==> src/sv/plhs_pkg.sv <==
// Shared types, constants and index helpers for the playlist / history block.
// No dependencies; imported by every other file of the block but plhs_ram.
package plhs_pkg;

  localparam int LIST_DEPTH    = 16;
  localparam int HISTORY_DEPTH = 16;

  localparam int SONG_W = 16;
  localparam int POS_W  = 8;
  localparam int CMD_W  = 3;
  localparam int CNT_W  = 5;   // width of the count fields on the result bus

  localparam int LA_W = (LIST_DEPTH > 1) ? $clog2(LIST_DEPTH) : 1;
  localparam int LC_W = $clog2(LIST_DEPTH + 1);
  localparam int HA_W = (HISTORY_DEPTH > 1) ? $clog2(HISTORY_DEPTH) : 1;
  localparam int HC_W = $clog2(HISTORY_DEPTH + 1);
  localparam int CMP_W = ((LC_W > POS_W) ? LC_W : POS_W) + 2;

  localparam int IN_DATA_W  = 24;
  localparam int OUT_DATA_W = 32;

  typedef enum logic [CMD_W-1:0] {
    CMD_ADD    = 3'd0,
    CMD_PLAY   = 3'd1,
    CMD_REMOVE = 3'd2,
    CMD_CLEAR  = 3'd3,
    CMD_UNDO   = 3'd4
  } cmd_t;

  typedef enum logic [2:0] {
    ST_OK         = 3'd0,
    ST_BAD_POS    = 3'd1,
    ST_EMPTY      = 3'd2,
    ST_FULL       = 3'd3,
    ST_HIST_EMPTY = 3'd4
  } status_t;

  typedef enum logic [2:0] {
    S_IDLE,
    S_TAKE,
    S_SHIFT,
    S_UNDO,
    S_RESP
  } state_t;

  typedef struct packed {
    logic              we;
    logic [LA_W-1:0]   waddr;
    logic [SONG_W-1:0] wdata;
    logic [LA_W-1:0]   raddr;
  } lram_req_t;

  typedef struct packed {
    logic              we;
    logic [HA_W-1:0]   waddr;
    logic [SONG_W-1:0] wdata;
    logic [HA_W-1:0]   raddr;
  } hram_req_t;

  typedef struct packed {
    status_t           status;
    logic [SONG_W-1:0] moved_song;
    logic [CNT_W-1:0]  playlist_count;
    logic [CNT_W-1:0]  history_count;
  } res_t;

  // ring index: (base + off) mod LIST_DEPTH, both operands below the depth
  function automatic logic [LA_W-1:0] list_phys(input logic [LA_W-1:0] base,
                                                input logic [LA_W-1:0] off);
    logic [LA_W:0] sum;
    sum = {1'b0, base} + {1'b0, off};
    if (sum >= (LA_W+1)'(LIST_DEPTH)) begin
      sum = sum - (LA_W+1)'(LIST_DEPTH);
    end
    return sum[LA_W-1:0];
  endfunction

  function automatic logic [HA_W-1:0] hist_phys(input logic [HA_W-1:0] base,
                                                input logic [HA_W-1:0] off);
    logic [HA_W:0] sum;
    sum = {1'b0, base} + {1'b0, off};
    if (sum >= (HA_W+1)'(HISTORY_DEPTH)) begin
      sum = sum - (HA_W+1)'(HISTORY_DEPTH);
    end
    return sum[HA_W-1:0];
  endfunction

endpackage

==> src/sv/plhs_ram.sv <==
// Generic single-write, single-read synchronous RAM with registered read data.
// No dependencies.
module plhs_ram #(
  parameter int WIDTH = 16,
  parameter int DEPTH = 16
) (
  input  logic                                     clk,
  input  logic                                     we,
  input  logic [((DEPTH > 1) ? $clog2(DEPTH) : 1)-1:0] waddr,
  input  logic [WIDTH-1:0]                         wdata,
  input  logic [((DEPTH > 1) ? $clog2(DEPTH) : 1)-1:0] raddr,
  output logic [WIDTH-1:0]                         rdata
);

  logic [WIDTH-1:0] mem [DEPTH];
  logic [WIDTH-1:0] rdata_r;

  always_ff @(posedge clk) begin
    if (we) begin
      mem[waddr] <= wdata;
    end
    rdata_r <= mem[raddr];
  end

  assign rdata = rdata_r;

endmodule

==> src/sv/plhs_ctrl.sv <==
// Command sequencer: ring pointers, sizes and read-modify-write of both stores.
// Depends on plhs_pkg; drives the two plhs_ram instances in the top level.
module plhs_ctrl (
  input  logic                        clk,
  input  logic                        rst_n,
  input  logic                        cmd_valid,
  output logic                        cmd_ready,
  input  plhs_pkg::cmd_t              cmd,
  input  logic [plhs_pkg::SONG_W-1:0] song_id,
  input  logic [plhs_pkg::POS_W-1:0]  position,
  output plhs_pkg::lram_req_t         lreq,
  input  logic [plhs_pkg::SONG_W-1:0] l_rdata,
  output plhs_pkg::hram_req_t         hreq,
  input  logic [plhs_pkg::SONG_W-1:0] h_rdata,
  output logic                        res_valid,
  input  logic                        res_ready,
  output plhs_pkg::res_t              res
);
  import plhs_pkg::*;

  state_t            state_r, state_nxt;
  cmd_t              cmd_r, cmd_nxt;
  status_t           status_r, status_nxt;
  logic [SONG_W-1:0] moved_r, moved_nxt;
  logic [LA_W-1:0]   head_r, head_nxt;
  logic [LC_W-1:0]   lsize_r, lsize_nxt;
  logic [HA_W-1:0]   hbase_r, hbase_nxt;
  logic [HC_W-1:0]   hsize_r, hsize_nxt;
  logic [LA_W-1:0]   k_r, k_nxt;

  logic [LA_W-1:0]   head_dec;
  logic [LA_W-1:0]   idx;
  logic [LC_W:0]     k_p1, k_p2;
  logic              finish;
  logic [SONG_W-1:0] moved_v;

  assign head_dec = (head_r == '0) ? LA_W'(LIST_DEPTH - 1) : head_r - 1'b1;
  assign idx      = LA_W'(position - 1'b1);
  assign k_p1     = (LC_W+1)'(k_r) + 1'b1;
  assign k_p2     = (LC_W+1)'(k_r) + 2'd2;

  always_ff @(posedge clk) begin
    if (!rst_n) begin
      state_r <= S_IDLE;
      head_r  <= '0;
      lsize_r <= '0;
      hbase_r <= '0;
      hsize_r <= '0;
    end else begin
      state_r <= state_nxt;
      head_r  <= head_nxt;
      lsize_r <= lsize_nxt;
      hbase_r <= hbase_nxt;
      hsize_r <= hsize_nxt;
    end
  end

  always_ff @(posedge clk) begin
    cmd_r    <= cmd_nxt;
    status_r <= status_nxt;
    moved_r  <= moved_nxt;
    k_r      <= k_nxt;
  end

  always_comb begin
    state_nxt  = state_r;
    cmd_nxt    = cmd_r;
    status_nxt = status_r;
    moved_nxt  = moved_r;
    head_nxt   = head_r;
    lsize_nxt  = lsize_r;
    hbase_nxt  = hbase_r;
    hsize_nxt  = hsize_r;
    k_nxt      = k_r;
    lreq       = '0;
    hreq       = '0;
    finish     = 1'b0;
    moved_v    = moved_r;
    cmd_ready  = 1'b0;
    res_valid  = 1'b0;

    case (state_r)
      S_IDLE: begin
        cmd_ready = 1'b1;
        if (cmd_valid) begin
          cmd_nxt    = cmd;
          status_nxt = ST_OK;
          moved_nxt  = '0;
          state_nxt  = S_RESP;
          case (cmd)
            CMD_ADD: begin
              if (lsize_r >= LC_W'(LIST_DEPTH)) begin
                status_nxt = ST_FULL;
              end else begin
                head_nxt   = head_dec;
                lreq.we    = 1'b1;
                lreq.waddr = head_dec;
                lreq.wdata = song_id;
                lsize_nxt  = lsize_r + 1'b1;
              end
            end
            CMD_PLAY, CMD_REMOVE: begin
              if (lsize_r == '0) begin
                status_nxt = ST_EMPTY;
              end else if (position == '0 || CMP_W'(position) > CMP_W'(lsize_r)) begin
                status_nxt = ST_BAD_POS;
              end else begin
                lreq.raddr = list_phys(head_r, idx);
                k_nxt      = idx;
                state_nxt  = S_TAKE;
              end
            end
            CMD_CLEAR: begin
              lsize_nxt = '0;
            end
            CMD_UNDO: begin
              if (hsize_r == '0) begin
                status_nxt = ST_HIST_EMPTY;
              end else if (lsize_r >= LC_W'(LIST_DEPTH)) begin
                status_nxt = ST_FULL;
              end else begin
                hreq.raddr = hist_phys(hbase_r, HA_W'(hsize_r - 1'b1));
                state_nxt  = S_UNDO;
              end
            end
            default: begin
            end
          endcase
        end
      end

      // taken entry arrives; start pulling the tail down by one
      S_TAKE: begin
        moved_nxt = l_rdata;
        moved_v   = l_rdata;
        if (k_p1 < (LC_W+1)'(lsize_r)) begin
          lreq.raddr = list_phys(head_r, LA_W'(k_p1));
          state_nxt  = S_SHIFT;
        end else begin
          finish = 1'b1;
        end
      end

      // read k+2 while writing k with the data of k+1
      S_SHIFT: begin
        lreq.we    = 1'b1;
        lreq.waddr = list_phys(head_r, k_r);
        lreq.wdata = l_rdata;
        k_nxt      = LA_W'(k_p1);
        if (k_p2 < (LC_W+1)'(lsize_r)) begin
          lreq.raddr = list_phys(head_r, LA_W'(k_p2));
        end else begin
          finish = 1'b1;
        end
      end

      S_UNDO: begin
        moved_nxt  = h_rdata;
        hsize_nxt  = hsize_r - 1'b1;
        head_nxt   = head_dec;
        lreq.we    = 1'b1;
        lreq.waddr = head_dec;
        lreq.wdata = h_rdata;
        lsize_nxt  = lsize_r + 1'b1;
        state_nxt  = S_RESP;
      end

      S_RESP: begin
        res_valid = 1'b1;
        if (res_ready) begin
          state_nxt = S_IDLE;
        end
      end

      default: begin
        state_nxt = S_IDLE;
      end
    endcase

    // end of a take: shrink the list, push onto history for play
    if (finish) begin
      lsize_nxt = lsize_r - 1'b1;
      state_nxt = S_RESP;
      if (cmd_r == CMD_PLAY) begin
        hreq.we    = 1'b1;
        hreq.wdata = moved_v;
        if (hsize_r >= HC_W'(HISTORY_DEPTH)) begin
          // full: overwrite the oldest slot and advance the base
          hreq.waddr = hbase_r;
          hbase_nxt  = (hbase_r == HA_W'(HISTORY_DEPTH - 1)) ? '0 : hbase_r + 1'b1;
        end else begin
          hreq.waddr = hist_phys(hbase_r, hsize_r[HA_W-1:0]);
          hsize_nxt  = hsize_r + 1'b1;
        end
      end
    end
  end

  assign res.status         = status_r;
  assign res.moved_song     = moved_r;
  assign res.playlist_count = CNT_W'(lsize_r);
  assign res.history_count  = CNT_W'(hsize_r);

endmodule

==> src/sv/playlist_with_history_stack.sv <==
// Playlist with history stack: play/remove read the taken entry, then shift the
// tail (one entry per cycle through the list RAM's single read port); one command
// in flight: the next one is taken only once the last result has moved into the
// output register, where a finished word waits.
// rst_n is synchronous, active low: clears both counts and ring pointers; the
// RAM contents are not cleared and are never read before being written.
module playlist_with_history_stack (
  input  logic                            clk,
  input  logic                            rst_n,
  input  logic                            in_tvalid,
  output logic                            in_tready,
  input  logic [plhs_pkg::IN_DATA_W-1:0]  in_tdata,  // [15:0] song_id, [23:16] position
  input  logic [plhs_pkg::CMD_W-1:0]      in_tuser,  // [2:0] cmd
  output logic                            out_tvalid,
  input  logic                            out_tready,
  output logic [plhs_pkg::OUT_DATA_W-1:0] out_tdata  // [2:0] status, [18:3] moved_song,
                                                     // [23:19] playlist_count,
                                                     // [28:24] history_count
);
  import plhs_pkg::*;

  lram_req_t         lreq;
  hram_req_t         hreq;
  logic [SONG_W-1:0] l_rdata;
  logic [SONG_W-1:0] h_rdata;
  logic              res_valid;
  logic              res_ready;
  res_t              res;

  logic              out_valid_r;
  res_t              out_res_r;

  // playlist ring: entry head is position 1
  plhs_ram #(.WIDTH(SONG_W), .DEPTH(LIST_DEPTH)) u_list_ram (
    .clk   (clk),
    .we    (lreq.we),
    .waddr (lreq.waddr),
    .wdata (lreq.wdata),
    .raddr (lreq.raddr),
    .rdata (l_rdata)
  );

  // history ring: base is the oldest entry, base + size - 1 the top
  plhs_ram #(.WIDTH(SONG_W), .DEPTH(HISTORY_DEPTH)) u_hist_ram (
    .clk   (clk),
    .we    (hreq.we),
    .waddr (hreq.waddr),
    .wdata (hreq.wdata),
    .raddr (hreq.raddr),
    .rdata (h_rdata)
  );

  plhs_ctrl u_ctrl (
    .clk       (clk),
    .rst_n     (rst_n),
    .cmd_valid (in_tvalid),
    .cmd_ready (in_tready),
    .cmd       (cmd_t'(in_tuser)),
    .song_id   (in_tdata[SONG_W-1:0]),
    .position  (in_tdata[SONG_W +: POS_W]),
    .lreq      (lreq),
    .l_rdata   (l_rdata),
    .hreq      (hreq),
    .h_rdata   (h_rdata),
    .res_valid (res_valid),
    .res_ready (res_ready),
    .res       (res)
  );

  // output word register; a new word loads when the slot is empty or draining
  assign res_ready = !out_valid_r || out_tready;

  always_ff @(posedge clk) begin
    if (!rst_n) begin
      out_valid_r <= 1'b0;
    end else if (res_ready) begin
      out_valid_r <= res_valid;
    end
  end

  always_ff @(posedge clk) begin
    if (res_valid && res_ready) begin
      out_res_r <= res;
    end
  end

  assign out_tvalid = out_valid_r;
  assign out_tdata  = {3'b000,
                       out_res_r.history_count,
                       out_res_r.playlist_count,
                       out_res_r.moved_song,
                       out_res_r.status};

endmodule

==> config.mk <==
export PLATFORM = sky130hd
export DESIGN_NAME = playlist_with_history_stack
export DESIGN_NICKNAME = d
export VERILOG_FILES = /design/src/sv/plhs_pkg.sv /design/src/sv/plhs_ram.sv /design/src/sv/plhs_ctrl.sv /design/src/sv/playlist_with_history_stack.sv
export SDC_FILE = /design/constraint.sdc
export NUM_CORES = 1
export LEC_CHECK = 0
export BUFFER_PORTS_ARGS = -buffer_cell sky130_fd_sc_hd__buf_4
export CAP_MARGIN = 20
export CORE_MARGIN = 2
export CORE_UTILIZATION = 45
export CTS_CLUSTER_SIZE = 16
export DETAILED_ROUTE_END_ITERATION = 12
export SYNTH_ARGS = -nofsm -noshare
export SYNTH_HDL_FRONTEND = slang
export SYNTH_SLANG_ARGS = --single-unit
export TNS_END_PERCENT = 10
==> constraint.sdc <==
create_clock -name clk -period 7.8 [get_ports clk]
set_input_delay 0.78 -clock clk [delete_from_list [all_inputs] [get_ports clk]]
set_output_delay 0.78 -clock clk [all_outputs]
set_load 0.01 [all_outputs]
### Yosys cells after proc, flatten, opt, wreduce, memory -nomap -nowiden

Memory sizes are Yosys's and may differ from the RTL's. A register that Yosys moved wholly into a read port is not among the register bits.
Cells that the tools add are included.

| word-level totals | value |
|---|---|
| word-level logic and storage cells | 170 |
| memories kept | 2 |
| bits of input ports | 31 |
| RAM bits | 512 |
| register bits after elaboration | 77 |
| output and inout port bits | 34 |

| cells by class | value |
|---|---|
| bitwise gates (word level) | 2 |
| equal/unequal tests | 24 |
| multiplexer cells | 71 |
| reduce and logical (&&, ||, !) cells | 24 |
| order comparisons | 11 |
| $add $sub $neg | 21 |

Memories:

| memory | words | width | read ports | clocked after memory_dff | write ports | RTL line | source |
|---|---|---|---|---|---|---|---|
| u_hist_ram.mem | 16 | 16 | 1 | 1 | 1 | plhs_ram.sv:15 | `logic [WIDTH-1:0] mem [DEPTH];` |
| u_list_ram.mem | 16 | 16 | 1 | 1 | 1 | plhs_ram.sv:15 |  |

Operators by type and width:

| operator | number |
|---|---|
| 4-bit two-way mux | 26 |
| 21-bit two-way mux | 4 |
| 21-bit one-hot mux with 3 select lines | 1 |
| 16-bit one-hot mux with 3 select lines | 1 |
| 5-bit >= comparator (second input constant) | 8 |
| 5-bit two-way mux | 7 |
| 16-bit two-way mux | 2 |
| 4-bit by 1-bit subtractor with 4-bit output (second input constant) | 8 |
| 4-bit by 4-bit adder with 5-bit output | 6 |
| 3-bit two-way mux | 10 |
| 25-bit two-way mux | 1 |
| 5-bit one-hot mux with 2 select lines | 2 |
| 4-bit one-hot mux with 2 select lines | 2 |
| 4-bit AND reduction | 4 |
| 3-bit one-hot mux with 5 select lines | 1 |
| 2-bit != test (second input constant) | 7 |
| 3-bit by 2-bit == test with 1-bit output (second input constant) | 4 |
| 6-bit by 5-bit less-than comparator with 1-bit output | 2 |
| 4-bit one-hot mux with 3 select lines | 1 |
| 5-bit by 1-bit adder with 5-bit output (second input constant) | 2 |
| 5-bit logical NOT | 2 |
| 5-bit by 1-bit subtractor with 5-bit output (second input constant) | 2 |
| 3-bit by 1-bit == test with 1-bit output (second input constant) | 3 |
| 1-bit two-way mux | 9 |
| other kinds (27) | 38 |

### Depth between registers and ports, before layout

Gate-level depths: netlist of the first run.

| depth | value |
|---|---|
| depth in word-level cells | 11 |
| mapped depth | 14 |

### Modules after synthesis

From an unflattened synthesis of the first run, not the netlist that was laid out.

| unflattened totals | value |
|---|---|
| cell total of the unflattened synthesis | 1420 |
| area, all modules | 25251.7 um^2 |

Modules (own cells, without submodules):

| module | area an instance (um^2) | cells an instance | times used | seq. area each (um^2) |
|---|---|---|---|---|
| plhs_ram | 10042.1 | 432 | 2 | 8007.7 |
| plhs_ctrl | 4212.8 | 518 | 1 | 1201.2 |
| playlist_with_history_stack | 954.7 | 38 | 1 | 890.9 |

### Worst setup path before layout of the first run

Ideal clock, no wire load.

| path | value |
|---|---|
| kind | reg2reg |
| from | register u_ctrl.k_r[1] |
| to | memory u_hist_ram.mem[10][0] (enable) |
| data arrival time | 3427 ps |
| stages on the path, launching flop included | 11 |
| required time | 7412 ps |
| period minus slack after synthesis | 3815 ps |
| setup time | 388 ps |
| setup slack | 3985 ps |
| buffers on the path | 0 |
| cells stage by stage | edfxtp_1 > ha_1 > ha_1 > nand2_1 > o21ai_1 > a21o_1 > a21oi_1 > o21ai_1 > nand2_1 > or3b_2 > nor2_1 |

| between the ends | value |
|---|---|
| longest elaborated chain between the ends | 7 |
| elaborated cells on any way between the ends | 10 |
| classes of those cells | add/sub: 2; order compare: 2; mux: 6 |

Ends and longest elaborated chain:

| element | RTL line | source |
|---|---|---|
| from (decl) | plhs_ctrl.sv:29 | `logic [LA_W-1:0] k_r, k_nxt;` |
| from (signal assigned) | plhs_ctrl.sv:62 | `k_r <= k_nxt;` |
| 4-bit by 2-bit adder with 5-bit output / 4-bit by 1-bit adder with 5-bit output (equally long branches) | plhs_ctrl.sv:40, plhs_ctrl.sv:39 |  |
| 6-bit by 5-bit less-than comparator with 1-bit output (on tied branches) | plhs_ctrl.sv:150, plhs_ctrl.sv:136 |  |
| 1-bit two-way mux (on tied branches) | plhs_ctrl.sv:150, plhs_ctrl.sv:136 |  |
| 1-bit one-hot mux with 2 select lines (*) | plhs_ctrl.sv:82 | `case (state_r)` |
| 21-bit two-way mux (*) | plhs_ctrl.sv:181 | `if (finish) begin` |
| 1-bit two-way mux | plhs_ram.sv:19 | `if (we) begin` |
| 1-bit two-way mux (implied by the code) | plhs_ram.sv:20 | `mem[waddr] <= wdata;` |
| to (decl) | plhs_ram.sv:15 |  |

Mark *: on every way between the ends. The rest lies on a longest branch, timed or not.

### Final worst setup path of the first run

| path | value |
|---|---|
| from | register u_ctrl.k_r[1] |
| to | memory u_hist_ram.mem[8][8] (enable) |

The elaborated chain is that of the path after synthesis.

==> results of run 1 <==
==> per-stage QoR <==
stage | instances | setup WS, ns | power, mW
6_report | 2822 | 2.999 | 6.717
5_1_grt | 2822 | 2.733 | 6.915
4_1_cts | 2816 | 2.972 | 6.772
3_5_place_dp | 2703 | 2.990 | 3.806
3_3_place_gp | 2702 | 3.063 | 3.805
2_1_floorplan | 1960 | 3.985 | 3.747
==> registers in the layout (all words and copies together) (netlist names), 3 cells and up <==
name	flops
u_ctrl.cmd_r	3
u_ctrl.hsize_r	5
u_ctrl.moved_r	16
u_list_ram.mem	256
u_ctrl.state_r	3
u_ctrl.status_r	3
u_ctrl.lsize_r	5
out_tdata	29
u_hist_ram.mem	256
u_hist_ram.rdata	16
u_ctrl.k_r	4
u_ctrl.hbase_r	4
u_list_ram.rdata	16
u_ctrl.head_r	4
==> cell families after synthesis <==
kind of cell	count (synthesis)	share of synthesized area, %
compound gates	458	12.83
xor+xnor	31	1.036
fa+ha+maj	46	2.369
buf+inv	160	2.598
flops	621	69.11
mux	22	0.8930
other cells	1	0.01431
simple gates	619	11.15
==> layout by cell type, fill, tap and decap left out, types with 13 or more instances in the layout <==
cell / n
o21ai_1: 17
nor2_1: 68
buf_4: 115
a21boi_0: 20
and3_1: 102
a21oi_1: 60
xor2_1: 16
nand2_1: 285
o211ai_1: 35
or3_1: 47
inv_1: 20
edfxtp_1: 567
a31oi_1: 22
a211o_1: 16
xnor2_1: 15
a22oi_1: 15
nor2_2: 20
clkbuf_16: 61
a311oi_1: 60
o311ai_1: 13
mux2i_1: 20
clkbuf_1: 17
dfxtp_1: 54
o21ai_0: 43
ha_1: 39
nand3_1: 15
a211oi_1: 86
a2111oi_0: 23
nor3_1: 33
==> layer usage <==
| metal | up-vias | GRT usage, % | share of wire, % |
|---|---|---|---|
| li1 | 7644 | - | - |
| met1 | 8320 | 31.57 | 45 |
| met2 | 591 | 34.28 | 47 |
| met3 | 79 | 3.580 | 6.5 |
| met4 | 0 | 5.147 | 2.0 |
| met5 | - | 0 | 0 |
==> layout make-up <==
type / count / area, um^2 / share of cell area, %
flip-flops and latches: 621 / 18110 / 60.94
well taps: 765 / 957.2 / 3.221
multi-input cells: 1179 / 7520 / 25.31
repair buffers: 121 / 991.0 / 3.335
clock buffers: 83 / 1659 / 5.584
inverters: 23 / 86.33 / 0.2906
clock inverters: 30 / 391.6 / 1.318
==> worst max-delay path by stage <==
stage                                   to          start  depth (start not counted)
global placement     u_hist_ram.mem[11][9]  u_ctrl.k_r[1]                         10
finish                u_hist_ram.mem[8][8]  u_ctrl.k_r[1]                         10
global route         u_hist_ram.mem[11][9]  u_ctrl.k_r[1]                         10
CTS                 u_hist_ram.mem[11][11]  u_ctrl.k_r[1]                         10
floorplan            u_hist_ram.mem[10][0]  u_ctrl.k_r[1]                         10
detailed placement   u_hist_ram.mem[11][9]  u_ctrl.k_r[1]                         10
==> critical path, stage by stage, from the launching register on <==
cell and delay, ns:
edfxtp_1 0.51, ha_1 0.37, ha_1 0.30, nand2_1 0.05, o21ai_1 0.25, a21o_1 0.16, a21oi_1 0.08, o21ai_1 0.54
nand2_1 0.63, or3b_2 0.74, nor2_2 0.75
==> cells in the mapped netlist (all sizes together) (15+ instances only) <==
cell,number
xnor2,15
a31oi,22
o21ai,60
a211o,16
o211ai,35
a21oi,61
a2111oi,32
a211oi,86
ha,40
mux2i,21
inv,21
clkbuf,96
and3,102
edfxtp,567
or3,48
a311oi,60
xor2,16
nor2,90
nand3,15
a22oi,15
dfxtp,54
nor3,33
nand2,290
buf,41
a21boi,20
==> report_power, final <==
group | internal (mW) | switching [mW]
Clock | 1.73 | 1.26
Combinational | 0.0428 | 0.0639
Sequential | 3.61 | 0.0159
Total | 5.38 | 1.34
==> key figures, run 1 <==
Logic synthesis
  • Number of synthesized flops with an enable pin: 567
  • Synth unique cells: 71
  • Primary FF master, synth: edfxtp_1
  • Synth Area per Inst: 13.38 um^2
  • Ys Warns: 0
  • Async S/R FF share, synth: 0%
  • Register area share after synthesis: 69.11%
  • Synth area leaders: edfxtp_1 (65%), dfxtp_1 (4.1%), nand2_1 (4.1%), a211oi_1 (2.5%), and3_1 (2.4%)
  • Cell count after synthesis: 1958
  • Netlist Area Pre-Place: 26200 um^2
  • Leading area contributor after synthesis: edfxtp_1
  • Synthesized flop and latch total: 621
  • Top cell type's share of synthesized area: 64.99%

Floorplanning
  • Die X: 245.3 um
  • Num ports: 65
  • DIE HEIGHT: 245.3 um
  • Core area: 57590 um^2
  • Die Area: 60170 um^2
  • Initial core utilization: 45.50%
  • Row count: 88

Timing
  • Slew Viols, Final: 0
  • Relative slew slack: 24.19%
  • Fin crit period: 4.801 ns
  • Final Skew: 0.02856 ns
  • Setup TNS: 0 ns
  • Period utilization: 61.55%
  • Finish-stage setup viols: 0
  • Hold Vio Cnt, Final: 0
  • RSZ-0062 raised after global routing: no
  • Hold slack: 0.3839 ns
  • Actual slew at the worst max-slew pin: 1.130 ns
  • Max Clock Freq: 208.3 MHz

GRT
  • First-pass GRT wire length: 99.03 mm
  • Antenna violations before repair: 0
  • Largest net degree at the start of global routing: 102
  • Vias in the first global route: 15850
  • Global Route Usage Sum: 21.73%
  • Congestion Overflow GR: 0

Drt
  • DRT iter0 DRCs: 1650
  • Routed wire length: 65.66 mm
  • Via density: 5.894
  • Detailed Routing Iterations Pass 1: 5
  • DR WL/cell: 23.27 um
  • Drt drc: 0
  • Vias: 16630
  • DRT antenna net count: 0

Critical path
  • Worst setup path category: reg2reg
  • Reg2reg setup slack: 3.00 ns
  • Critical path required time: 8.05 ns
  • Critical path arrival: 5.05 ns
  • R2R Path End: u_hist_ram.mem[8][8]
  • Worst Setup End Kind: flip-flop
  • Worst reg2reg path startpoint: u_ctrl.k_r[1]
  • Worst-path maximum fanout: 18
  • Worst-case reg-to-reg path depth: 10
  • Critical path launch point type: flip-flop

Clock tree
  • Worst skew pair latency: 0.65 ns
  • Max clock buf depth: 3
  • Postcts setup bufs: 0
  • H-tree lvl count: 2
  • Clock Sinks: 621
  • Worst-path clk slew: 0.06 ns
  • Num CTS Buffers: 60
  • Hold-fix buffer count after cts: 0
  • Root Buffer: clkbuf_16
  • CTS tree: built
  • Post_cts resized: 0

Power
  • Leakage: 10.34 nW
  • Worst ir drop on vdd: 0.1692 mV
  • Pwr Density: 226.1 nW/um^2

Cells and area
  • Layout cells sized above 1: 12.69%
  • Diodes inserted: 0
  • Area Overhead vs Synth: 13.40%
  • Filler cells: 4812
  • Fin nets: 2083
  • Final core utilization: 51.60%
  • Design area: 29710 um^2

Hold path
  • Min-delay src: in_tuser[0]
  • Hold Crit Class: in2reg
  • Hold Path Sink: u_ctrl.cmd_r[0]
  • Worst Hold Depth: 1

Flow run
  • Max cap viols: 0

Status
  • Outcome: finished clean

Placement
  • Buffers on Ports: 61
  • RD Place Congestion: 0.8411
  • DP Area: 27550 um^2
  • Post-DP HPWL: 39.72 mm
(Power assumes the default switching activity.)
==> run 2, diff against run 1 <==
--- a/config.mk
+++ b/config.mk
@@ -5,6 +5,7 @@
 export SDC_FILE = /design/constraint.sdc
 export NUM_CORES = 1
 export LEC_CHECK = 0
+export ABC_AREA = 1
 export BUFFER_PORTS_ARGS = -buffer_cell sky130_fd_sc_hd__buf_4
 export CAP_MARGIN = 20
 export CORE_MARGIN = 2
==> constraint.sdc (replaced) <==
create_clock -name clk -period 4.2 [get_ports clk]
set_input_delay 0.42 -clock clk [delete_from_list [all_inputs] [get_ports clk]]
set_output_delay 0.42 -clock clk [all_outputs]
set_load 0.01 [all_outputs]
==> run 2 against run 1 <==
Against the previous run:
- non-clock buffer count rose by 24
- register-to-register slack worse by 2.5 ns
- power is 91% higher
- design area up 4.0%
- synthesized cell count is 20% higher
- sequential share of layout area is 2.4 points lower
==> key figures, run 2 <==
Status
  • Outcome: finished clean

Drt
  • Routed wire length: 72.99 mm (+11%)
  • Drt drc: 0 (unchanged)
  • DRT iter0 DRCs: 2003 (+21%)
  • DR WL/cell: 22.35 um (-3.9%)
  • Detailed Routing Iterations Pass 1: 5 (unchanged)
  • DRT antenna net count: 0 (unchanged)
  • Vias: 18320 (+10%)
  • Via density: 5.612 (-4.8%)

Cells and area
  • Filler cells: 5165 (+7.3%)
  • Diodes inserted: 0 (unchanged)
  • Area Overhead vs Synth: 13.88%
  • Commonest non-fill, non-tap cell in the layout: edfxtp_1
  • Layout cells sized above 1: 13.05% (+0.36 points)
  • Fin nets: 2507 (+20%)
  • Most frequent cells in the layout: edfxtp_1 (567), nand3_1 (388), nand2_1 (342)

Flow run
  • Max cap viols: 0 (unchanged)

Logic synthesis
  • Most common cell in the netlist: edfxtp_1
  • Post-Synth XOR/XNOR Area: 0.9679% (-0.068 points)
  • Leading area contributor after synthesis: edfxtp_1
  • Number of synthesized flops with an enable pin: 567 (unchanged)
  • Primary FF master, synth: edfxtp_1
  • Mux cell area share after synthesis: 0.1475% (-0.75 points)
  • Netlist Area Pre-Place: 27150 um^2 (+3.6%)
  • Adder-Cell Fraction of Synth Area: 2.286% (-0.083 points)
  • Top cell type's share of synthesized area: 62.72% (-2.3 points)
  • Top cells by count, synth: edfxtp_1 (567), nand3_1 (388), nand2_1 (344)
  • Register area share after synthesis: 66.70% (-2.4 points)
  • Cell count after synthesis: 2342 (+20%)
  • Main combinational cell family by area after synthesis: simple AND/OR/NAND/NOR gates
  • Synth Area in Compound Gates: 6.167% (-6.7 points)
  • Ys Warns: 0 (unchanged)
  • Synth unique cells: 46 (-35%)
  • Synth Area per Inst: 11.59 um^2 (-13%)
  • Simple-Gate Fraction of Synth Area: 17.35% (+6.2 points)
  • Synthesized flop and latch total: 621 (unchanged)
  • Synth area leaders: edfxtp_1 (63%), nand3_1 (7.2%), nand2_1 (4.8%), dfxtp_1 (4.0%), inv_1 (3.6%)
  • Async S/R FF share, synth: 0% (unchanged)

Power
  • Pwr Density: 416.1 nW/um^2 (+84%)
  • Total Power: 12.86 mW (+91%)
  • Net Sw Frac: 20.28% (+0.40 points)
  • Worst ir drop on vdd: 0.3012 mV (+78%)
  • Sequential power share: 52.7% (-1.3 points)
  • P_sw: 2.609 mW (+95%)
  • Clk pwr share: 45.2% (+0.8 points)
  • Comb pwr share: 2.1% (+0.5 points)
  • Cell Int Power: 10.25 mW (+91%)
  • Leakage: 11.27 nW (+9.0%)

Floorplanning
  • Die Area: 62310 um^2 (+3.6%)
  • DIE HEIGHT: 249.6 um (+1.8%)
  • Row count: 90 (+2.3%)
  • Initial core utilization: 45.23% (-0.27 points)
  • Die X: 249.6 um (+1.8%)
  • Core area: 60020 um^2 (+4.2%)
  • Num ports: 65 (unchanged)

Timing
  • Setup TNS: 0 ns (unchanged)
  • RSZ-0062 raised after global routing: no
  • Fin crit period: 3.700 ns (-1.101 ns)
  • Period utilization: 88.09% (+27 points)
  • Hold slack: 0.1223 ns (-0.2616 ns)
  • Final Skew: 0.02642 ns (-0.002141 ns)
  • Finish-stage setup viols: 0 (unchanged)
  • Hold Vio Cnt, Final: 0 (unchanged)
  • Slew Viols, Final: 0 (unchanged)
  • Actual slew at the worst max-slew pin: 0.9971 ns (-0.1325 ns)
  • Relative slew slack: 33.37% (+9.2 points)
  • Max Clock Freq: 270.3 MHz (+30%)

Critical path
  • Critical path arrival: 3.99 ns (-1.06 ns)
  • Buf/Inv on CP: 3 (+3)
  • Worst-path maximum fanout: 16 (-2)
  • Worst path cell trace: ha_1, xnor2_1, inv_1, ha_1, a21o_1, a21oi_1, nand2_1, nand2_1, nand2_1, nand2_1, inv_1, nand2_1, o21ai_1, nor3_2, buf_4
  • Critical path launch point type: flip-flop
  • Critical path required time: 4.49 ns (-3.56 ns)
  • Worst Setup End Kind: flip-flop
  • Most used cell, CP: nand2_1
  • Critical Path Slowest Stage Cell: edfxtp_1
  • Largest stage delay, worst path: 0.49 ns (-0.26 ns)
  • Worst setup path category: reg2reg
  • CP delay by family, top: simple AND/OR/NAND/NOR gates

Placement
  • Post-DP HPWL: 44.25 mm (+11%)
  • RD Place Congestion: 0.8597 (+2.2%)
  • Buffers on Ports: 61 (unchanged)

GRT
  • Vias in the first global route: 17660 (+11%)
  • Largest net degree at the start of global routing: 129 (+26%)
  • Congestion Overflow GR: 0 (unchanged)
  • Antenna violations before repair: 0 (unchanged)
  • Global Route Usage Sum: 23.27% (+1.5 points)
  • First-pass GRT wire length: 109.0 mm (+10%)

Clock tree
  • Max clock buf depth: 3 (unchanged)
  • Num CTS Buffers: 66 (+10%)
  • Worst skew pair latency: 0.60 ns (-0.05 ns)
  • Root Buffer: clkbuf_16
  • H-tree lvl count: 3 (+1)
  • Postcts setup bufs: 0 (unchanged)
  • Worst-path clk slew: 0.07 ns (about the same)
  • Clock Sinks: 621 (unchanged)
  • CTS tree: built

Hold path
  • Hold Crit Class: in2reg
==> run 2: changes by cell type in the layout (fill, tap and decap cells not counted), sizes merged, moves of 21 or more <==
cell / change
nand3: +373
or3: -48
a311oi: -60
a2111oi: -32
buf: +21
and3: -101
or2: +72
o221ai: +39
a211oi: -82
nand3b: +62
o211ai: +42
nand2: +58
inv: +257
==> run 2: final timing paths <==
| kind | start | endpoint | slack (ns) | cells after the start |
|---|---|---|---|---|
| hold reg to reg | u_ctrl.status_r[2] | out_tdata[2] | 0.42 | 0 |
| hold / removal | rst_n | u_ctrl.lsize_r[3] | 0.12 | 3 |
| setup / recovery | u_ctrl.k_r[1] | u_hist_ram.mem[0][0] | 0.50 | 15 |
| setup reg to reg | u_ctrl.k_r[1] | u_hist_ram.mem[0][0] | 0.50 | 15 |
==> run 2: area by class of cell <==
type,count,area [um^2],share of cell area (%)
inverters,275,1035,3.347
well taps,782,978.4,3.165
flip-flops and latches,621,18110,58.57
clock inverters,22,284.0,0.9187
repair buffers,145,1191,3.853
clock buffers,99,1868,6.043
multi-input cells,1321,7451,24.10
==> run 2: metrics by stage <==
stage / setup slack, ns / instances / utilization, % / area, um^2
floorplan: 0.2970 / 2344 / - / 27150
global placement: 0.5291 / 3140 / 47.85 / 28720
detailed placement: 0.4219 / 3141 / 47.87 / 28730
CTS: 0.4108 / 3265 / 51.51 / 30910
global route: 0.1520 / 3265 / 51.51 / 30910
finish: 0.5004 / 3265 / 51.51 / 30910
==> run 2: power groups by stage <==
stage / combinational, mW / clock, mW / sequential [mW]
after floorplan: 0.123 / 0 / 6.90
after global placement: 0.259 / 0 / 6.91
after detailed placement: 0.268 / 0 / 6.91
after CTS: 0.272 / 5.91 / 6.78
after global routing: 0.293 / 6.16 / 6.78
final: 0.270 / 5.82 / 6.78
==> run 2: logic make-up (layout without fill, tap and decap cells) <==
kind of cell / after synthesis / after routing
simple gates: 983 / 983
flops: 621 / 621
buf+inv: 402 / 541
compound gates: 255 / 255
fa+ha+maj: 46 / 46
xor+xnor: 30 / 30
mux: 4 / 4
other cells: 1 / 3
==> run 2: routing by layer <==
layer / vias to the layer above / wire length (um) / track usage (%)
met1: 9102 / 32030 / 33.24
met2: 691 / 34260 / 37.08
li1: 8416 / - / -
met3: 115 / 4795 / 3.118
met4: 0 / 1899 / 7.418
met5: - / 0 / 0
==> run 2: worst register-to-register path, delay by kind of cell, from the launching register on <==
family                   cells  cell delay (ns)
flip-flops                   1             0.49
buffers and inverters        3             0.48
AO/OA/AOI/OAI                3             0.57
XOR/XNOR                     1             0.24
adder cells (fa/ha/maj)      2             0.58
AND/OR/NAND/NOR              6             1.04
==> run 2: repair_timing <==
| item | CTS | global route |
|---|---|---|
| resized for setup | 0 | 1 |
| hold endpoints to repair | 3 | 0 |
| setup endpoints to repair | 0 | 13 |
| hold buffers | 3 | 0 |
